`src/rtl/hccsp_pkg.sv`:
```
package hccsp_pkg;

  localparam int KEY_W    = 32;
  localparam int ACTIVE_W = 7;
  localparam int SLOT_W   = 6;
  localparam int TDATA_W  = 16;

  localparam logic [ACTIVE_W-1:0] ACTIVE_RST = 7'd64;

  // controller to datapath
  typedef struct packed {
    logic load;
    logic scan;
    logic div_init;
    logic div_step;
    logic pass_init;
    logic evict;
    logic sweep;
    logic sweep_all;
    logic flush;
    logic install;
    logic out_load;
  } dp_cmd_t;

  // datapath to controller
  typedef struct packed {
    logic scan_hit;
    logic last_data;
    logic have_free;
    logic div_done;
    logic any_evicted;
    logic sweep_done;
  } dp_sts_t;

endpackage

```
`src/rtl/hccsp_ctrl.sv`:
```
module hccsp_ctrl (
  input  logic               clk_i,
  input  logic               rst_ni,
  input  logic               in_valid_i,
  output logic               in_ready_o,
  output logic               out_valid_o,
  input  logic               out_ready_i,
  output hccsp_pkg::dp_cmd_t cmd_o,
  input  hccsp_pkg::dp_sts_t sts_i
);
  import hccsp_pkg::*;

  typedef enum logic [7:0] {
    ST_CLEAR   = 8'b0000_0001,
    ST_IDLE    = 8'b0000_0010,
    ST_SCAN    = 8'b0000_0100,
    ST_DIV     = 8'b0000_1000,
    ST_EVICT   = 8'b0001_0000,
    ST_FLUSH   = 8'b0010_0000,
    ST_INSTALL = 8'b0100_0000,
    ST_OUT     = 8'b1000_0000
  } state_e;

  state_e state_q, state_d;
  logic   out_valid_q, out_valid_d;

  always_comb begin
    state_d    = state_q;
    cmd_o      = '0;
    in_ready_o = 1'b0;
    unique case (state_q)
      ST_CLEAR: begin
        cmd_o.sweep     = 1'b1;
        cmd_o.sweep_all = 1'b1;
        if (sts_i.sweep_done) begin
          state_d = ST_IDLE;
        end
      end
      ST_IDLE: begin
        in_ready_o = 1'b1;
        if (in_valid_i) begin
          cmd_o.load = 1'b1;
          state_d    = ST_SCAN;
        end
      end
      ST_SCAN: begin
        cmd_o.scan = 1'b1;
        if (sts_i.scan_hit) begin
          state_d = ST_OUT;
        end else if (sts_i.last_data) begin
          if (sts_i.have_free) begin
            state_d = ST_INSTALL;
          end else begin
            cmd_o.div_init = 1'b1;
            state_d        = ST_DIV;
          end
        end
      end
      ST_DIV: begin
        cmd_o.div_step = 1'b1;
        if (sts_i.div_done) begin
          cmd_o.pass_init = 1'b1;
          state_d         = ST_EVICT;
        end
      end
      ST_EVICT: begin
        cmd_o.evict = 1'b1;
        if (sts_i.last_data) begin
          if (sts_i.any_evicted) begin
            state_d = ST_INSTALL;
          end else begin
            cmd_o.pass_init = 1'b1;
            state_d         = ST_FLUSH;
          end
        end
      end
      ST_FLUSH: begin
        cmd_o.sweep = 1'b1;
        cmd_o.flush = 1'b1;
        if (sts_i.sweep_done) begin
          state_d = ST_INSTALL;
        end
      end
      ST_INSTALL: begin
        cmd_o.install = 1'b1;
        state_d       = ST_OUT;
      end
      ST_OUT: begin
        if (!out_valid_q || out_ready_i) begin
          cmd_o.out_load = 1'b1;
          state_d        = ST_IDLE;
        end
      end
      default: begin
        state_d = ST_CLEAR;
      end
    endcase
  end

  always_comb begin
    out_valid_d = out_valid_q;
    if (cmd_o.out_load) begin
      out_valid_d = 1'b1;
    end else if (out_ready_i) begin
      out_valid_d = 1'b0;
    end
  end

  always_ff @(posedge clk_i or negedge rst_ni) begin
    if (!rst_ni) begin
      state_q     <= ST_CLEAR;
      out_valid_q <= 1'b0;
    end else begin
      state_q     <= state_d;
      out_valid_q <= out_valid_d;
    end
  end

  assign out_valid_o = out_valid_q;

endmodule

```
`config.mk`:
```
export PLATFORM = sky130hd
export DESIGN_NAME = hccsp_ctrl
export DESIGN_NICKNAME = d
export VERILOG_FILES = /design/src/rtl/hccsp_pkg.sv /design/src/rtl/hccsp_ctrl.sv
export SDC_FILE = /design/constraint.sdc
export NUM_CORES = 1
export LEC_CHECK = 0
export BUFFER_PORTS_ARGS = -buffer_cell sky130_fd_sc_hd__buf_2
export CORE_AREA = 2 2 39 41
export CTS_CLUSTER_SIZE = 40
export DETAILED_ROUTE_END_ITERATION = 10
export DIE_AREA = 0 0 41 43
export GPL_TIMING_DRIVEN = 0
export PLACE_DENSITY = 0.71
export SETUP_SLACK_MARGIN = 0.3
export SYNTH_ARGS = -nofsm -noshare
export SYNTH_HDL_FRONTEND = slang
export SYNTH_SLANG_ARGS = --single-unit
export TNS_END_PERCENT = 20
```
`constraint.sdc`:
```
create_clock -name clk_i -period 2.7 [get_ports clk_i]
set_clock_uncertainty 0.2 [all_clocks]
set_input_delay 0.135 -clock clk_i [delete_from_list [all_inputs] [get_ports clk_i]]
set_output_delay 0.135 -clock clk_i [all_outputs]
set_load 0.05 [all_outputs]
```
==> After elaboration in Yosys (flattened, before gate mapping) <==
Cells that the tools add are included.
{ "totals": {"inputBits": 10, "elab_cells": 54, "ff_bits": 9} }
{ "op_classes": {"n_reduce_logical": 5, "eq_ne": 15, "muxes": 32} }
{ "ops": {"columns": ["op", "n"], "rows": [
  ["two-way mux 8 bit", 8],
  ["one-hot mux 8 bit (8 select lines)", 1],
  ["two-way mux 1 bit", 19],
  ["two-way mux 7 bit", 2],
  ["!= test 2 bit (second input constant)", 6],
  ["equality test 8 x 1 -> 1 bit (second input constant)", 1],
  ["equality test 8 x 2 -> 1 bit (second input constant)", 1],
  ["equality test 8 x 3 -> 1 bit (second input constant)", 1],
  ["equality test 8 x 4 -> 1 bit (second input constant)", 1],
  ["equality test 8 x 5 -> 1 bit (second input constant)", 1],
  ["equality test 8 x 6 -> 1 bit (second input constant)", 1],
  ["equality test 8 x 7 -> 1 bit (second input constant)", 1],
  ["equality test 8 bit (second input constant)", 1],
  ["AND reduction 7 bit", 1],
  ["!= test 3 bit (second input constant)", 1],
  ["two-way mux 2 bit", 1],
  ["one-hot mux 1 bit (2 select lines)", 1],
  ["nonzero test 2 bit", 1],
  ["OR reduction 2 bit", 1],
  ["zero test 1 bit", 1],
  ["logical OR 1 bit", 1]
]} }

==> Logic depth before layout (Yosys ltp) <==
{ "depth": {"depth_word": 5, "ltp_mapped": 6} }

==> Worst setup path after synthesis <==
Ideal clock, no wire load.
{ "synth_path": {"path_kind": "reg2reg", "start": "reg state_q[1]", "end": "reg state_q[3]", "stages_incl_launch_ff": 5, "path_slack_ns": 0.116, "setup_ns": 0.079, "period_less_slack_ns": 2.584, "n_path_buf": 0, "arrival_ns": 2.305, "cell_sequence": "dfrtp_1 > nor4_1 > nand4b_1 > nor4b_2 > o21bai_1"} }
{ "synth_via": {"elab_chain_len": 3, "word_cells_on_any_way": 17, "classes_between": "eq/ne (15); mux (1); reduce/logical (1)"} }
{ "synth_rtl": {"columns": ["item", "line_no", "text"], "rows": [
  ["start, declared", "hccsp_ctrl.sv:24", "state_e state_q, state_d;"],
  ["start signal, assigned", "hccsp_ctrl.sv:114", "state_q <= state_d;"],
  ["equality test 8 x 3 -> 1 bit (tied with other cells)", "hccsp_ctrl.sv:31", "unique case (state_q)"],
  ["!= test 3 bit (no source line) / != test 2 bit (equally long branches)", null, null],
  ["AND reduction 7 bit (no source line)", null, null]
]} }
Parallel ways exist; a longest one is shown, timed or not.
A chain may end at the register's enable or synchronous reset.

==> Worst setup path in the final report <==
{ "layout_path": {"start": "reg state_q[1]", "end": "reg state_q[6]"} }
The elaborated chain is that of the path after synthesis.

==> out/metrics.yaml <==
status:
  outcome: "completed"
sta:
  rsz0062_at_grt: "yes"
  drv_slew: 0
  finalHoldViolations: 0
  setup_violations: 0
  max_slew_margin: 0.7710
  min_period_ns: 2.300
  tns_ns: 0
  worst_slew_pin_slew_ns: 0.3406
  max_freq_mhz: 434.9
  fin_crit_sh: 0.8517
global_routing:
  antenna_found_initial: 0
  grt_pass1_vias: 563
  grt_pass1_wl_um: 2332
  grt_max_degree: 10
  grt_usage: 0.1894
  grt_overflow_total: 0
worst_setup_path:
  rr_worst_depth: 7
  rrSetupSlack_ns: 0.40
  cp.required_ns: 2.69
  worstReg2RegStart: "state_q[1]$_DFFE_PN0P_"
  path_max_fanout: 4
  worstPathArrival_ns: 2.29
  r2r_end: "state_q[6]$_DFFE_PN0P_"
  start_kind: "register"
  cp-startpoint: "state_q[1]$_DFFE_PN0P_"
  endpoint_kind: "register"
  criticalPathCategory: "register to register"
drt:
  viasPerCell: 5.423
  wirelength_um: 1465
  num_vias: 602
  routedWlPerCell_um: 13.20
  ant_nets: 0
  drcViolationCount: 0
  drt_iter0_markers: 22
  drtPass1Iterations: 4
placed_design:
  dpl_cell_area_um2: 695.7
  io_buffers: 22
  hpwl_um: 1100
  gp_congestion: 0.7990
  dp_cells: 98
floorplan:
  die_h_um: 43
  core_um2: 1384
  io_pins: 23
  fp-row-count: 14
  start_util: 0.4024
  die_w_um: 41
  die-area_um2: 1763
run:
  maxCapViolCount: 0
clock_tree:
  cts-root-buf: "clkbuf_4"
  cts-htree-levels: 1
  clk_path_buf_depth: 2
  cts_buffers: 3
  cts_tree: "built"
  cts_sinks: 9
  clk_pin_slew_ns: 0.06
  insertion_delay_ns: 0.25
pwr:
  p_leak_nw: 0.4357
  ir_worst_vdd_mv: 0.4518
  powerDensity_nw_per_um2: 727.4
  total_power_uw: 604.3
yosys:
  yosysSeqAreaShare: 0.4067
  synth_cells: 60
  netlist_area_um2: 556.8
  yosysUniqueCellTypes: 26
  syn-num-nets: 70
  avgSynthCellArea_um2: 9.280
  synth-warning-count: 0
  synth_seq_cells: 9
hold_path:
  worstHoldEndpoint: "out_valid_o$_DFFE_PN0P_"
  worstHoldPathType: "input pin to register"
  min-delay-start: "out_ready_i"
  hold_path_depth: 3
finish:
  fin_cells: 111
  final_common_cell: "buf_2"
  syn_to_final_growth_pct: 49.21
  final_net_count: 106
  layout_common_cells: "22 x buf_2, 8 x dlygate4sd3_1, 8 x dfrtp_1"
  diodes: 0
  layout-drive-gt1-share: 0.3684
  final_area_um2: 830.8
-- sequential cells by signal, summed over array words and instances (netlist names) --
name         count
out_valid_o      1
state_q          8
-- report_power, final --
group | internal, mW | switching, mW | leakage [nW] | total (mW)
sequential | 0.161 | 0.0292 | 0.121 | 0.190
combinational | 0.115 | 0.197 | 0.300 | 0.313
clock | 0.0568 | 0.0445 | 0.0150 | 0.101
total | 0.333 | 0.271 | 0.436 | 0.604
-- stage by stage --
step,util,hold WS [ns],setup slack (ns)
floorplan,-,-0.3606,0.1771
global placement,0.5027,-0.2074,0.4936
detailed placement,0.5027,-0.2011,0.3702
CTS,0.5895,0.01772,0.3168
global route,0.6004,0.03139,0.2961
finish,0.6004,0.006398,0.4004
-- critical path, stage by stage, from the launching register on --
cell           delay, ns
dfrtp_1             0.42
nor4_4              0.35
nand4b_1            0.24
buf_4               0.21
nor2_1              0.08
a221oi_1            0.08
dlygate4sd3_1       0.57
nor2_1              0.09
-- logic make-up after synthesis --
logic type	after synthesis	share of synthesized area
compound gates	12	0.1483
buf+inv	8	0.07416
simple gates	31	0.3708
flops	9	0.4067
-- per-layer routing --
metal  global-route usage  vias to the layer above  wire [um]
met4              0.08000                        0          7
met2               0.2844                       24        681
met1               0.2694                      286        695
met5                    0                        -          0
met3              0.01571                        2         81
li1                     -                      290          -
-- area by class of cell --
| cell class | count | area, um^2 |
|---|---|---|
| Sequential cell | 9 | 226.5 |
| Inverter | 5 | 18.77 |
| Multi-Input combinational cell | 43 | 319.1 |
| Buffer | 3 | 22.52 |
| Fill cell | 122 | 553.0 |
| Clock buffer | 4 | 26.28 |
| Timing Repair Buffer | 31 | 197.7 |
| Tap cell | 16 | 20.02 |
-- cells in the mapped netlist --
| library cell | n | area (um^2) |
|---|---|---|
| a21oi_1 | 1 | 5.000 |
| a221oi_1 | 1 | 8.760 |
| a32o_1 | 1 | 10.01 |
| and2_1 | 1 | 6.260 |
| and4b_1 | 4 | 40.04 |
| buf_4 | 1 | 7.510 |
| buf_6 | 1 | 11.26 |
| clkbuf_1 | 1 | 3.750 |
| dfrtp_1 | 8 | 200.2 |
| dfstp_2 | 1 | 26.28 |
| inv_1 | 5 | 18.77 |
| nand2_1 | 3 | 11.26 |
| nand2b_1 | 2 | 12.51 |
| nand4b_1 | 4 | 35.03 |
| nor2_1 | 7 | 26.28 |
| nor2b_1 | 2 | 12.51 |
| nor3_1 | 1 | 5.000 |
| nor4_1 | 3 | 18.77 |
| nor4b_2 | 1 | 15.01 |
| o21a_1 | 1 | 7.510 |
| o21ai_0 | 4 | 20.02 |
| o21bai_1 | 1 | 7.510 |
| o22ai_1 | 1 | 6.260 |
| o2bb2ai_1 | 2 | 17.52 |
| or2_2 | 2 | 12.51 |
| or4_4 | 1 | 11.26 |
-- how the worst max path moves through the flow --
stage	to	slack, ns	cells past startpoint
global placement	cmd_o[8]	0.49	4
floorplan	state_q[2]$_DFFE_PN0P_	0.18	5
CTS	cmd_o[10]	0.32	5
global route	state_q[6]$_DFFE_PN0P_	0.30	7
finish	state_q[6]$_DFFE_PN0P_	0.40	7
detailed placement	cmd_o[8]	0.37	4
-- timing repair --
action                     CTS  global route
hold buffers                 8             0
pin swaps                    1             0
hold endpoints to repair    15             0
resized for setup            1             2
setup endpoints to repair    4             6
buffers inserted             1             0
cloned                       0             0
Power figures use the tool's default switching activity.
