===== config.mk =====
export PLATFORM = sky130hd
export DESIGN_NAME = hccsp_dp
export DESIGN_NICKNAME = d
export VERILOG_FILES = /design/src/rtl/hccsp_pkg.sv /design/src/rtl/hccsp_ram.sv /design/src/rtl/hccsp_dp.sv
export SDC_FILE = /design/constraint.sdc
export NUM_CORES = 2
export LEC_CHECK = 0
export BUFFER_PORTS_ARGS = -buffer_cell sky130_fd_sc_hd__buf_4
export CORE_UTILIZATION = 40
export CTS_CLUSTER_SIZE = 8
export DETAILED_ROUTE_END_ITERATION = 10
export PLACE_DENSITY_LB_ADDON = 0.05
export SETUP_SLACK_MARGIN = 0.05
export SLEW_MARGIN = 20
export SYNTH_ARGS = -nofsm -noshare
export SYNTH_HDL_FRONTEND = slang
export SYNTH_SLANG_ARGS = --single-unit

===== constraint.sdc =====
create_clock -name clk_i -period 12.1 [get_ports clk_i]
set_input_delay 0.605 -clock clk_i [delete_from_list [all_inputs] [get_ports clk_i]]
set_output_delay 0.605 -clock clk_i [all_outputs]
set_load 0.05 [all_outputs]

===== src/rtl/hccsp_pkg.sv =====
package hccsp_pkg;

  localparam int KEY_W    = 32;
  localparam int ACTIVE_W = 7;
  localparam int SLOT_W   = 6;
  localparam int TDATA_W  = 16;

  localparam logic [ACTIVE_W-1:0] ACTIVE_RST = 7'd64;

  // controller to datapath
  typedef struct packed {
    logic load;
    logic scan;
    logic div_init;
    logic div_step;
    logic pass_init;
    logic evict;
    logic sweep;
    logic sweep_all;
    logic flush;
    logic install;
    logic out_load;
  } dp_cmd_t;

  // datapath to controller
  typedef struct packed {
    logic scan_hit;
    logic last_data;
    logic have_free;
    logic div_done;
    logic any_evicted;
    logic sweep_done;
  } dp_sts_t;

endpackage


===== src/rtl/hccsp_ram.sv =====
module hccsp_ram #(
  parameter int WIDTH = 32,
  parameter int DEPTH = 64
) (
  input  logic                     clk_i,
  input  logic                     we_i,
  input  logic [$clog2(DEPTH)-1:0] waddr_i,
  input  logic [WIDTH-1:0]         wdata_i,
  input  logic [$clog2(DEPTH)-1:0] raddr_i,
  output logic [WIDTH-1:0]         rdata_o
);

  logic [WIDTH-1:0] mem_q [DEPTH];
  logic [WIDTH-1:0] rdata_q;

  always_ff @(posedge clk_i) begin
    if (we_i) begin
      mem_q[waddr_i] <= wdata_i;
    end
    rdata_q <= mem_q[raddr_i];
  end

  assign rdata_o = rdata_q;

endmodule


===== src/rtl/hccsp_dp.sv =====
module hccsp_dp #(
  parameter int ENTRIES  = 64,
  parameter int HIT_BITS = 16
) (
  input  logic                               clk_i,
  input  logic                               rst_ni,
  input  hccsp_pkg::dp_cmd_t                 cmd_i,
  output hccsp_pkg::dp_sts_t                 sts_o,
  input  logic                               cfg_we_i,
  input  logic [hccsp_pkg::ACTIVE_W-1:0]     cfg_data_i,
  input  logic [hccsp_pkg::KEY_W-1:0]        key_i,
  output logic [hccsp_pkg::SLOT_W-1:0]       slot_o,
  output logic                               was_hit_o,
  output logic                               evicted_o,
  output logic                               flushed_o
);
  import hccsp_pkg::*;

  localparam int IDX_W = $clog2(ENTRIES);
  localparam int CNT_W = $clog2(ENTRIES + 1);
  localparam int SUM_W = HIT_BITS + $clog2(ENTRIES);
  localparam int DC_W  = $clog2(SUM_W);
  localparam logic [HIT_BITS-1:0] HIT_MAX = {HIT_BITS{1'b1}};

  logic [ACTIVE_W-1:0] act_q;
  logic [KEY_W-1:0]    key_q;
  logic [CNT_W-1:0]    idx_q, idx_d;
  logic                p_vld_q;
  logic [IDX_W-1:0]    p_addr_q;
  logic [SUM_W-1:0]    sum_q, sum_d;
  logic [CNT_W-1:0]    rem_q, rem_d;
  logic [DC_W-1:0]     dcnt_q, dcnt_d;
  logic                have_free_q, have_free_d;
  logic [IDX_W-1:0]    free_q, free_d;
  logic                hit_q, hit_d;
  logic                ev_q, ev_d;
  logic                fl_q, fl_d;
  logic [SLOT_W-1:0]   slot_q;
  logic                was_hit_q, evicted_q, flushed_q;

  logic [CNT_W-1:0]    n_w, limit_w;
  logic                issue;
  logic [KEY_W-1:0]    key_rd;
  logic [HIT_BITS-1:0] hits_rd, hits_inc, thr;
  logic                data_hit, data_free, evict_hit;
  logic                hits_we;
  logic [IDX_W-1:0]    hits_waddr;
  logic [HIT_BITS-1:0] hits_wdata;
  logic [CNT_W:0]      div_t, div_diff;
  logic                div_ge;

  // active size, clamped to one and to the table depth
  always_comb begin
    if (32'(act_q) > ENTRIES) begin
      n_w = CNT_W'(ENTRIES);
    end else if (act_q == '0) begin
      n_w = CNT_W'(1);
    end else begin
      n_w = CNT_W'(act_q);
    end
  end

  assign limit_w = cmd_i.sweep_all ? CNT_W'(ENTRIES) : n_w;
  assign issue   = (cmd_i.scan || cmd_i.evict) && (idx_q < n_w);

  hccsp_ram #(.WIDTH(KEY_W), .DEPTH(ENTRIES)) u_key_ram (
    .clk_i   (clk_i),
    .we_i    (cmd_i.install),
    .waddr_i (free_q),
    .wdata_i (key_q),
    .raddr_i (idx_q[IDX_W-1:0]),
    .rdata_o (key_rd)
  );

  hccsp_ram #(.WIDTH(HIT_BITS), .DEPTH(ENTRIES)) u_hits_ram (
    .clk_i   (clk_i),
    .we_i    (hits_we),
    .waddr_i (hits_waddr),
    .wdata_i (hits_wdata),
    .raddr_i (idx_q[IDX_W-1:0]),
    .rdata_o (hits_rd)
  );

  assign hits_inc  = (hits_rd == HIT_MAX) ? hits_rd : hits_rd + HIT_BITS'(1);
  assign thr       = sum_q[HIT_BITS:1];
  assign data_hit  = p_vld_q && (hits_rd != '0) && (key_rd == key_q);
  assign data_free = p_vld_q && (hits_rd == '0);
  assign evict_hit = p_vld_q && (hits_rd <= thr);

  always_comb begin
    hits_we    = 1'b0;
    hits_waddr = p_addr_q;
    hits_wdata = '0;
    if (cmd_i.sweep) begin
      hits_we    = 1'b1;
      hits_waddr = idx_q[IDX_W-1:0];
    end else if (cmd_i.scan && data_hit) begin
      hits_we    = 1'b1;
      hits_wdata = hits_inc;
    end else if (cmd_i.evict && evict_hit) begin
      hits_we    = 1'b1;
    end else if (cmd_i.install) begin
      hits_we    = 1'b1;
      hits_waddr = free_q;
      hits_wdata = HIT_BITS'(1);
    end
  end

  // one quotient bit a cycle, the running sum shifts into the quotient
  assign div_t    = {rem_q, sum_q[SUM_W-1]};
  assign div_diff = div_t - {1'b0, n_w};
  assign div_ge   = div_t >= {1'b0, n_w};

  always_comb begin
    idx_d       = idx_q;
    sum_d       = sum_q;
    rem_d       = rem_q;
    dcnt_d      = dcnt_q;
    have_free_d = have_free_q;
    free_d      = free_q;
    hit_d       = hit_q;
    ev_d        = ev_q;
    fl_d        = fl_q;

    if (cmd_i.sweep) begin
      idx_d = sts_o.sweep_done ? '0 : idx_q + CNT_W'(1);
    end else if (issue) begin
      idx_d = idx_q + CNT_W'(1);
    end

    if (cmd_i.scan) begin
      if (data_hit) begin
        hit_d  = 1'b1;
        free_d = p_addr_q;
      end else if (p_vld_q) begin
        sum_d = sum_q + SUM_W'(hits_rd);
        if (data_free) begin
          have_free_d = 1'b1;
          free_d      = p_addr_q;
        end
      end
    end

    if (cmd_i.div_init) begin
      rem_d  = '0;
      dcnt_d = '0;
    end

    if (cmd_i.div_step) begin
      rem_d  = div_ge ? div_diff[CNT_W-1:0] : div_t[CNT_W-1:0];
      sum_d  = {sum_q[SUM_W-2:0], div_ge};
      dcnt_d = dcnt_q + DC_W'(1);
    end

    if (cmd_i.evict && evict_hit) begin
      ev_d   = 1'b1;
      free_d = p_addr_q;
    end

    if (cmd_i.sweep && cmd_i.flush) begin
      fl_d   = 1'b1;
      free_d = '0;
    end

    if (cmd_i.load || cmd_i.pass_init) begin
      idx_d = '0;
    end

    if (cmd_i.load) begin
      sum_d       = '0;
      have_free_d = 1'b0;
      hit_d       = 1'b0;
      ev_d        = 1'b0;
      fl_d        = 1'b0;
    end
  end

  always_comb begin
    sts_o             = '0;
    sts_o.scan_hit    = data_hit;
    sts_o.last_data   = p_vld_q && (CNT_W'(p_addr_q) == n_w - CNT_W'(1));
    sts_o.have_free   = have_free_q || (cmd_i.scan && !data_hit && data_free);
    sts_o.div_done    = dcnt_q == DC_W'(SUM_W - 1);
    sts_o.any_evicted = ev_q || (cmd_i.evict && evict_hit);
    sts_o.sweep_done  = idx_q == limit_w - CNT_W'(1);
  end

  always_ff @(posedge clk_i or negedge rst_ni) begin
    if (!rst_ni) begin
      act_q       <= ACTIVE_RST;
      idx_q       <= '0;
      p_vld_q     <= 1'b0;
      dcnt_q      <= '0;
      have_free_q <= 1'b0;
      hit_q       <= 1'b0;
      ev_q        <= 1'b0;
      fl_q        <= 1'b0;
    end else begin
      if (cfg_we_i) begin
        act_q <= cfg_data_i;
      end
      idx_q       <= idx_d;
      p_vld_q     <= issue && !cmd_i.load && !cmd_i.pass_init;
      dcnt_q      <= dcnt_d;
      have_free_q <= have_free_d;
      hit_q       <= hit_d;
      ev_q        <= ev_d;
      fl_q        <= fl_d;
    end
  end

  always_ff @(posedge clk_i) begin
    if (cmd_i.load) begin
      key_q <= key_i;
    end
    p_addr_q <= idx_q[IDX_W-1:0];
    sum_q    <= sum_d;
    rem_q    <= rem_d;
    free_q   <= free_d;
    if (cmd_i.out_load) begin
      slot_q    <= SLOT_W'(free_q);
      was_hit_q <= hit_q;
      evicted_q <= ev_q;
      flushed_q <= fl_q;
    end
  end

  assign slot_o    = slot_q;
  assign was_hit_o = was_hit_q;
  assign evicted_o = evicted_q;
  assign flushed_o = flushed_q;

endmodule


; Yosys cells after proc, flatten, opt, wreduce, memory -nomap -nowiden
; Memories as Yosys holds them, arrays and structs flattened. A register that Yosys moved wholly into a read port is not among the register bits.
; Cells that the tools add are included.
[classes]
muxes = 49
n_addsub = 7
n_reduce_logical = 40
n_eq_ne = 7
n_lt_le_gt_ge = 4
[op_table]
columns = cell, count
row1 = 22-bit 2-to-1 mux, 4
row2 = 7-bit 2-to-1 mux, 10
row3 = 6-bit 2-to-1 mux, 9
row4 = 16-bit 2-to-1 mux, 3
row5 = 32-bit equality test, 1
row6 = 22-bit by 16-bit adder with 22-bit output, 1
row7 = 1-bit 2-to-1 mux, 21
row8 = 2-bit nonzero test, 10
row9 = 16-bit by 1-bit adder with 16-bit output (second input constant), 1
row10 = 16-bit equality test (second input constant), 1
row11 = 16-bit less-or-equal comparator, 1
row12 = 16-bit zero test, 1
row13 = 16-bit nonzero test, 1
row14 = 7-bit by 1-bit subtractor with 7-bit output (second input constant), 2
row15 = 1-bit logical AND, 13
row16 = 5-bit 2-to-1 mux, 2
row17 = 3-bit nonzero test, 3
row18 = 8-bit by 7-bit >= comparator with 1-bit output, 1
row19 = 7-bit by 1-bit adder with 7-bit output (second input constant), 1
row20 = 6-bit by 7-bit equality test with 1-bit output, 1
row21 = 7-bit equality test, 1
row22 = 7-bit > comparator (second input constant), 1
row23 = 7-bit zero test, 1
row24 = 7-bit less-than comparator, 1
row25 = 9 further kinds, 16
[word_totals]
mem_bits_rw = 3072
mem_count = 2
regBits = 106
inputBits = 53
elab_cells = 126
[memory_table]
columns = name, depth, width, read_ports, rd_clocked_by_memory_dff, write_ports, line
row1 = u_key_ram.mem_q, 64, 32, 1, 1, 1, hccsp_ram.sv:13  ; logic [WIDTH-1:0] mem_q [DEPTH];
row2 = u_hits_ram.mem_q, 64, 16, 1, 1, 1, hccsp_ram.sv:13

; Longest topological paths before layout
[logic_depth]
depth_word = 9
mapped_depth = 14
ltp_nobuf = 13

; By module
; From an unflattened synthesis, not the netlist that was laid out.
[hier_totals]
cells_unflattened = 5913
hier_area_um2 = 125555.4
[by_module_without_submodules]
columns = module, area_per_inst_um2, seq_area_each_um2, n_inst, cells_per_inst
row1 = hccsp_ram (u_key_ram), 78515.3, 62139.6, 1, 3324
row2 = hccsp_ram (u_hits_ram), 40042.2, 31069.8, 1, 1829
row3 = hccsp_dp, 6998.0, 2723.9, 1, 760

; Worst setup path after synthesis
; OpenSTA, ideal clock, no wires.
[synth_timing]
path_kind = register to register
start = reg key_q[17]
end = mem u_hits_ram.mem_q[0][8] (netlist name) (data pin)
slack_ns = 6.274
stages_incl_launch_ff = 8
t_arrival_ns = 5.105
n_path_buf = 1
setup_time_ns = 0.721
cell_sequence = edfxtp_1 > xnor2_1 > o2111ai_1 > or3_1 > nor4_1 > buf_2 > nand3b_1 > a211oi_1
[synth_via]
elab_chain_len = 5
[synth_rtl]
columns = item, line
row1 = from (decl), hccsp_dp.sv:26  ; logic [KEY_W-1:0] key_q;
row2 = from (signal assigned), hccsp_dp.sv:214  ; key_q <= key_i;
row3 = 32-bit equality test, hccsp_dp.sv:86  ; assign data_hit = p_vld_q && (hits_rd != '0) && (key_rd == key_q);
row4 = 1-bit logical AND, hccsp_dp.sv:86
row5 = named net data_hit, hccsp_dp.sv:45  ; logic data_hit, data_free, evict_hit;
row6 = 1-bit logical AND, hccsp_dp.sv:97  ; end else if (cmd_i.scan && data_hit) begin
row7 = 16-bit 2-to-1 mux, hccsp_dp.sv:97
row8 = 16-bit 2-to-1 mux, hccsp_dp.sv:94  ; if (cmd_i.sweep) begin
row9 = named net hits_wdata[8], hccsp_dp.sv:48  ; logic [HIT_BITS-1:0] hits_wdata;
row10 = to (decl), hccsp_ram.sv:13
; The timed path passes the listed nets, and every way through them passes these cells.

; Final worst setup path
[layout_timing]
start = reg key_q[14]
end = mem u_hits_ram.mem_q[31][4] (netlist name), enable pin
[layout_via]
elab_chain_len = 7
word_cells_on_any_way = 9
[layout_rtl]
columns = item, line
row1 = 32-bit equality test *, hccsp_dp.sv:86
row2 = 1-bit logical AND *, hccsp_dp.sv:86
row3 = 1-bit logical AND *, hccsp_dp.sv:97
row4 = 1-bit 2-to-1 mux, hccsp_dp.sv:97
row5 = 1-bit 2-to-1 mux, hccsp_dp.sv:94
row6 = 1-bit 2-to-1 mux, hccsp_ram.sv:17  ; if (we_i) begin
row7 = 1-bit 2-to-1 mux (implied by the code), hccsp_ram.sv:18  ; mem_q[waddr_i] <= wdata_i;
; Mark *: on every way between the ends. The rest lies on a longest branch, timed or not.

==> results.txt <==
----------------------------------------------------
[Run status]
  Outcome ... completed

[Timing]
  Max-slew headroom at the worst pin ... 0.264
  Clk_skew ... 0.0890 ns
  Total Neg Setup Slack ... 0 ns
  Min Clock Period, post-route ... 5.45 ns
  Endpoints failing setup ... 0
  Setup repair after global routing missed its margin ... false
  Final hold violation count ... 0
  Worst-margin pin slew ... 1.10 ns
  Pins over their slew limit ... 0
  Max Clock Freq ... 0.184 GHz
  Final period utilization ... 0.450

[Layout]
  Fraction of layout cells with a size suffix above 1 ... 0.321
  Share of the core filled with cells ... 0.467
  Final-stage net count ... 6057
  Number of fillers in the final layout ... 25865
  Area growth syn-to-layout ... 16.2%

[Global route]
  Overall global routing resource usage ... 0.235
  GRT overflow ... 0
  Number of antenna violations at the first check in global routing ... 8
  Wire length of the first global-routing pass ... 514000 um
  Vias in the first global route ... 62464
  Largest net degree at the start of global routing ... 133

[Floorplanning]
  # IOs ... 68
  Die X-Extent ... 562 um
  Full die area ... 316000 um^2
  Die height ... 562 um
  Effective utilization at floorplan ... 0.402
  FP Rows ... 205
  Placeable Area ... 312000 um^2

[Worst hold path]
  Source of the worst hold timing path ... cmd_i[7]
  Worst Hold Class ... in2reg
  Destination of the worst hold path ... sum_q[2]$_SDFFE_PP0P_
  Min-Delay Path Depth ... 2

[Synthesis]
  Library cell with the highest instance count after synthesis ... sky130_fd_sc_hd__edfxtp_1
  Area of the mapped netlist ... 125000 um^2
  Dominant synthesized flop cell ... sky130_fd_sc_hd__edfxtp_1
  Fraction of registers with async set/reset ... 0.00744
  Flop and latch count out of synthesis ... 3226
  Post-synth EDFFs ... 3120
  Instance count of the mapped netlist ... 5453
  Area share of the leading cell type in the synthesized netlist ... 0.747
  Net count after synthesis ... 5560
  Leading cell types by total area after synthesis ... sky130_fd_sc_hd__edfxtp_1, sky130_fd_sc_hd__mux4_2, sky130_fd_sc_hd__dfxtp_1
  Count of cell types in the netlist ... 77
  Seq/Total Area, Yosys ... 0.765
  Total of warnings raised by yosys ... 0
  Synthesized area per cell ... 23.0 um^2
  Most area-hungry cell type in the Yosys netlist ... sky130_fd_sc_hd__edfxtp_1
  Top cell types by occurrence after synthesis ... sky130_fd_sc_hd__edfxtp_1, sky130_fd_sc_hd__mux4_2, sky130_fd_sc_hd__clkbuf_1, sky130_fd_sc_hd__nand2_1, sky130_fd_sc_hd__nor2_1

[CTS]
  H-tree depth reported by CTS ... 5
  CTS tree ... done
  Count of instances resized after the clock tree is built ... 0
  Setup repair bufs after CTS ... 0
  CTS hold repair buffers ... 46
  Worst-skew pair later-pin latency ... 0.97 ns
  Clock transition time at the flip-flop clock pins of the worst setup and hold paths ... 0.06 ns
  Number of sinks driven by the clock tree ... 3226
  Cell chosen for the clock root ... sky130_fd_sc_hd__clkbuf_16
  Maximum clock path buffer count ... 4
  Inserted Clock Buffers ... 442

[Drt]
  Routed wire length ... 371000 um
  Via density ... 5.81
  Overall via count from detail_route ... 59608
  First drt pass iteration count ... 5
  Post-route antenna net violation count ... 0
  Routed length per instance ... 36.2 um
  Post-detailed-route DRC marker count ... 0
  DR iter-0 viols ... 5906

[Critical path]
  Critical path endpoint category ... register
  Critical Path AT ... 6.03 ns
  R2R Path End ... u_hits_ram.mem_q[31][4]$_DFFE_PP_
  Startpoint-to-endpoint class of the critical path ... reg2reg
  Start of the worst register-to-register path ... key_q[14]$_DFFE_PP_
  Cells on worst reg2reg path ... 10
  Data required time at the worst endpoint ... 12.69 ns
  Worst setup path startpoint ... key_q[14]$_DFFE_PP_
  Largest fanout on the critical path ... 33
  Flop-to-flop setup slack ... 6.65 ns
  Element type at the critical path start ... register

[Pwr]
  Leakage dissipation ... 44.9 nW
  Post-layout power ... 24.9 mW
  Power density over cell area ... 171 nW/um^2
  Worst IR Drop VDD ... 0.129 mV

[Place]
  HPWL after DPL ... 193000 um
  Port buffer count ... 67
  Routability-driven placement congestion ratio ... 0.767

[Run]
  MaxCap Viol Count ... 0

----------------------------------------------------
==> final cells by class <==
type,count,area [um^2],area share
flip-flops and latches,3226,95900,0.658
multi-input cells,1879,29300,0.201
clock buffers,581,11700,0.0803
well taps,4140,5180,0.0355
repair buffers,351,2930,0.0201
clock inverters,23,548,0.00376
inverters,50,200,0.00137
diodes,5,12.5,0.0000858
==> worst max-delay path: stages, from the launching register on <==
cell and delay [ns]:
sky130_fd_sc_hd__edfxtp_1 1.02, sky130_fd_sc_hd__buf_4 0.51, sky130_fd_sc_hd__xor2_1 0.29, sky130_fd_sc_hd__nor4_1 0.27, sky130_fd_sc_hd__and4_1 0.29, sky130_fd_sc_hd__nand4_2 0.49
sky130_fd_sc_hd__a311oi_1 0.72, sky130_fd_sc_hd__a221oi_4 0.04, sky130_fd_sc_hd__buf_4 0.35, sky130_fd_sc_hd__nor4_4 0.75, sky130_fd_sc_hd__buf_4 0.32
==> cell usage in the layout, fill, tap and decap left out, types with 12 or more instances in the layout <==
cell and n:
sky130_fd_sc_hd__a21o_1 12, sky130_fd_sc_hd__a21oi_1 31, sky130_fd_sc_hd__a311oi_1 12, sky130_fd_sc_hd__a31oi_1 32, sky130_fd_sc_hd__and3_1 30, sky130_fd_sc_hd__buf_12 12
sky130_fd_sc_hd__buf_4 288, sky130_fd_sc_hd__clkbuf_1 133, sky130_fd_sc_hd__clkbuf_16 448, sky130_fd_sc_hd__clkinv_16 13, sky130_fd_sc_hd__dfrtp_1 18, sky130_fd_sc_hd__dfxtp_1 82
sky130_fd_sc_hd__dlygate4sd3_1 46, sky130_fd_sc_hd__edfxtp_1 3120, sky130_fd_sc_hd__ha_1 52, sky130_fd_sc_hd__inv_1 47, sky130_fd_sc_hd__mux4_2 992, sky130_fd_sc_hd__nand2_1 135
sky130_fd_sc_hd__nand3_1 37, sky130_fd_sc_hd__nand4_1 21, sky130_fd_sc_hd__nor2_1 57, sky130_fd_sc_hd__nor2_4 71, sky130_fd_sc_hd__nor2b_1 22, sky130_fd_sc_hd__nor3_1 25
sky130_fd_sc_hd__nor4_1 15, sky130_fd_sc_hd__nor4_2 49, sky130_fd_sc_hd__nor4_4 17, sky130_fd_sc_hd__o21ai_0 36, sky130_fd_sc_hd__xnor2_1 25, sky130_fd_sc_hd__xor2_1 38
==> per-stage QoR <==
stage / setup WS (ns) / cells / instance area [um^2] / hold WS (ns)
after floorplan: 6.27 / 5453 / 125000 / 0.309
after global placement: 6.83 / 9595 / 133000 / 0.486
after detailed placement: 6.69 / 9598 / 133000 / 0.479
after CTS: 6.62 / 10248 / 146000 / 0.0168
after global routing: 6.36 / 10251 / 146000 / 0.0900
final: 6.65 / 10255 / 146000 / 0.102
==> flip-flops by register name (all words and copies together) (netlist names), 16 cells and up <==
signal	flops
u_hits_ram.rdata_o	16
u_key_ram.rdata_o	32
sum_q	22
u_hits_ram.mem_q	1024
u_key_ram.mem_q	2048
key_q	32
==> how the worst max path moves through the flow <==
stage,to,slack [ns],depth (start not counted)
2_1_floorplan,u_hits_ram.mem_q[0][8]$_DFFE_PP_,6.27,7
3_3_place_gp,u_hits_ram.mem_q[31][5]$_DFFE_PP_,6.83,10
3_5_place_dp,u_hits_ram.mem_q[31][5]$_DFFE_PP_,6.69,10
4_1_cts,u_hits_ram.mem_q[31][4]$_DFFE_PP_,6.62,10
5_1_grt,u_hits_ram.mem_q[31][4]$_DFFE_PP_,6.36,10
6_report,u_hits_ram.mem_q[31][4]$_DFFE_PP_,6.65,10
==> cells by family (layout without fill, tap and decap cells) <==
family	Yosys count	in the layout	share of synthesized area
adders and majority gates	54	54	0.00551
other	0	5	0
muxes	1006	1006	0.179
buffers and inverters	348	1005	0.0114
xor gates and xnor gates	63	63	0.00440
and+or+nand+nor	546	546	0.0228
DFF	3226	3226	0.765
AOI/OAI and AO/OA	210	210	0.0119
==> power by group <==
group,switching [mW],internal (mW)
Combinational,0.737,0.498
Sequential,0.0653,12.3
Clock,4.57,6.67
==> metal layers <==
layer	vias up	global-route usage	wire, um
met3	493	0.0266	15600
met2	1698	0.410	192000
li1	24281	-	-
met1	33136	0.311	152000
met4	0	0.0693	10800
met5	-	0	0
(Power assumes the default switching activity.)
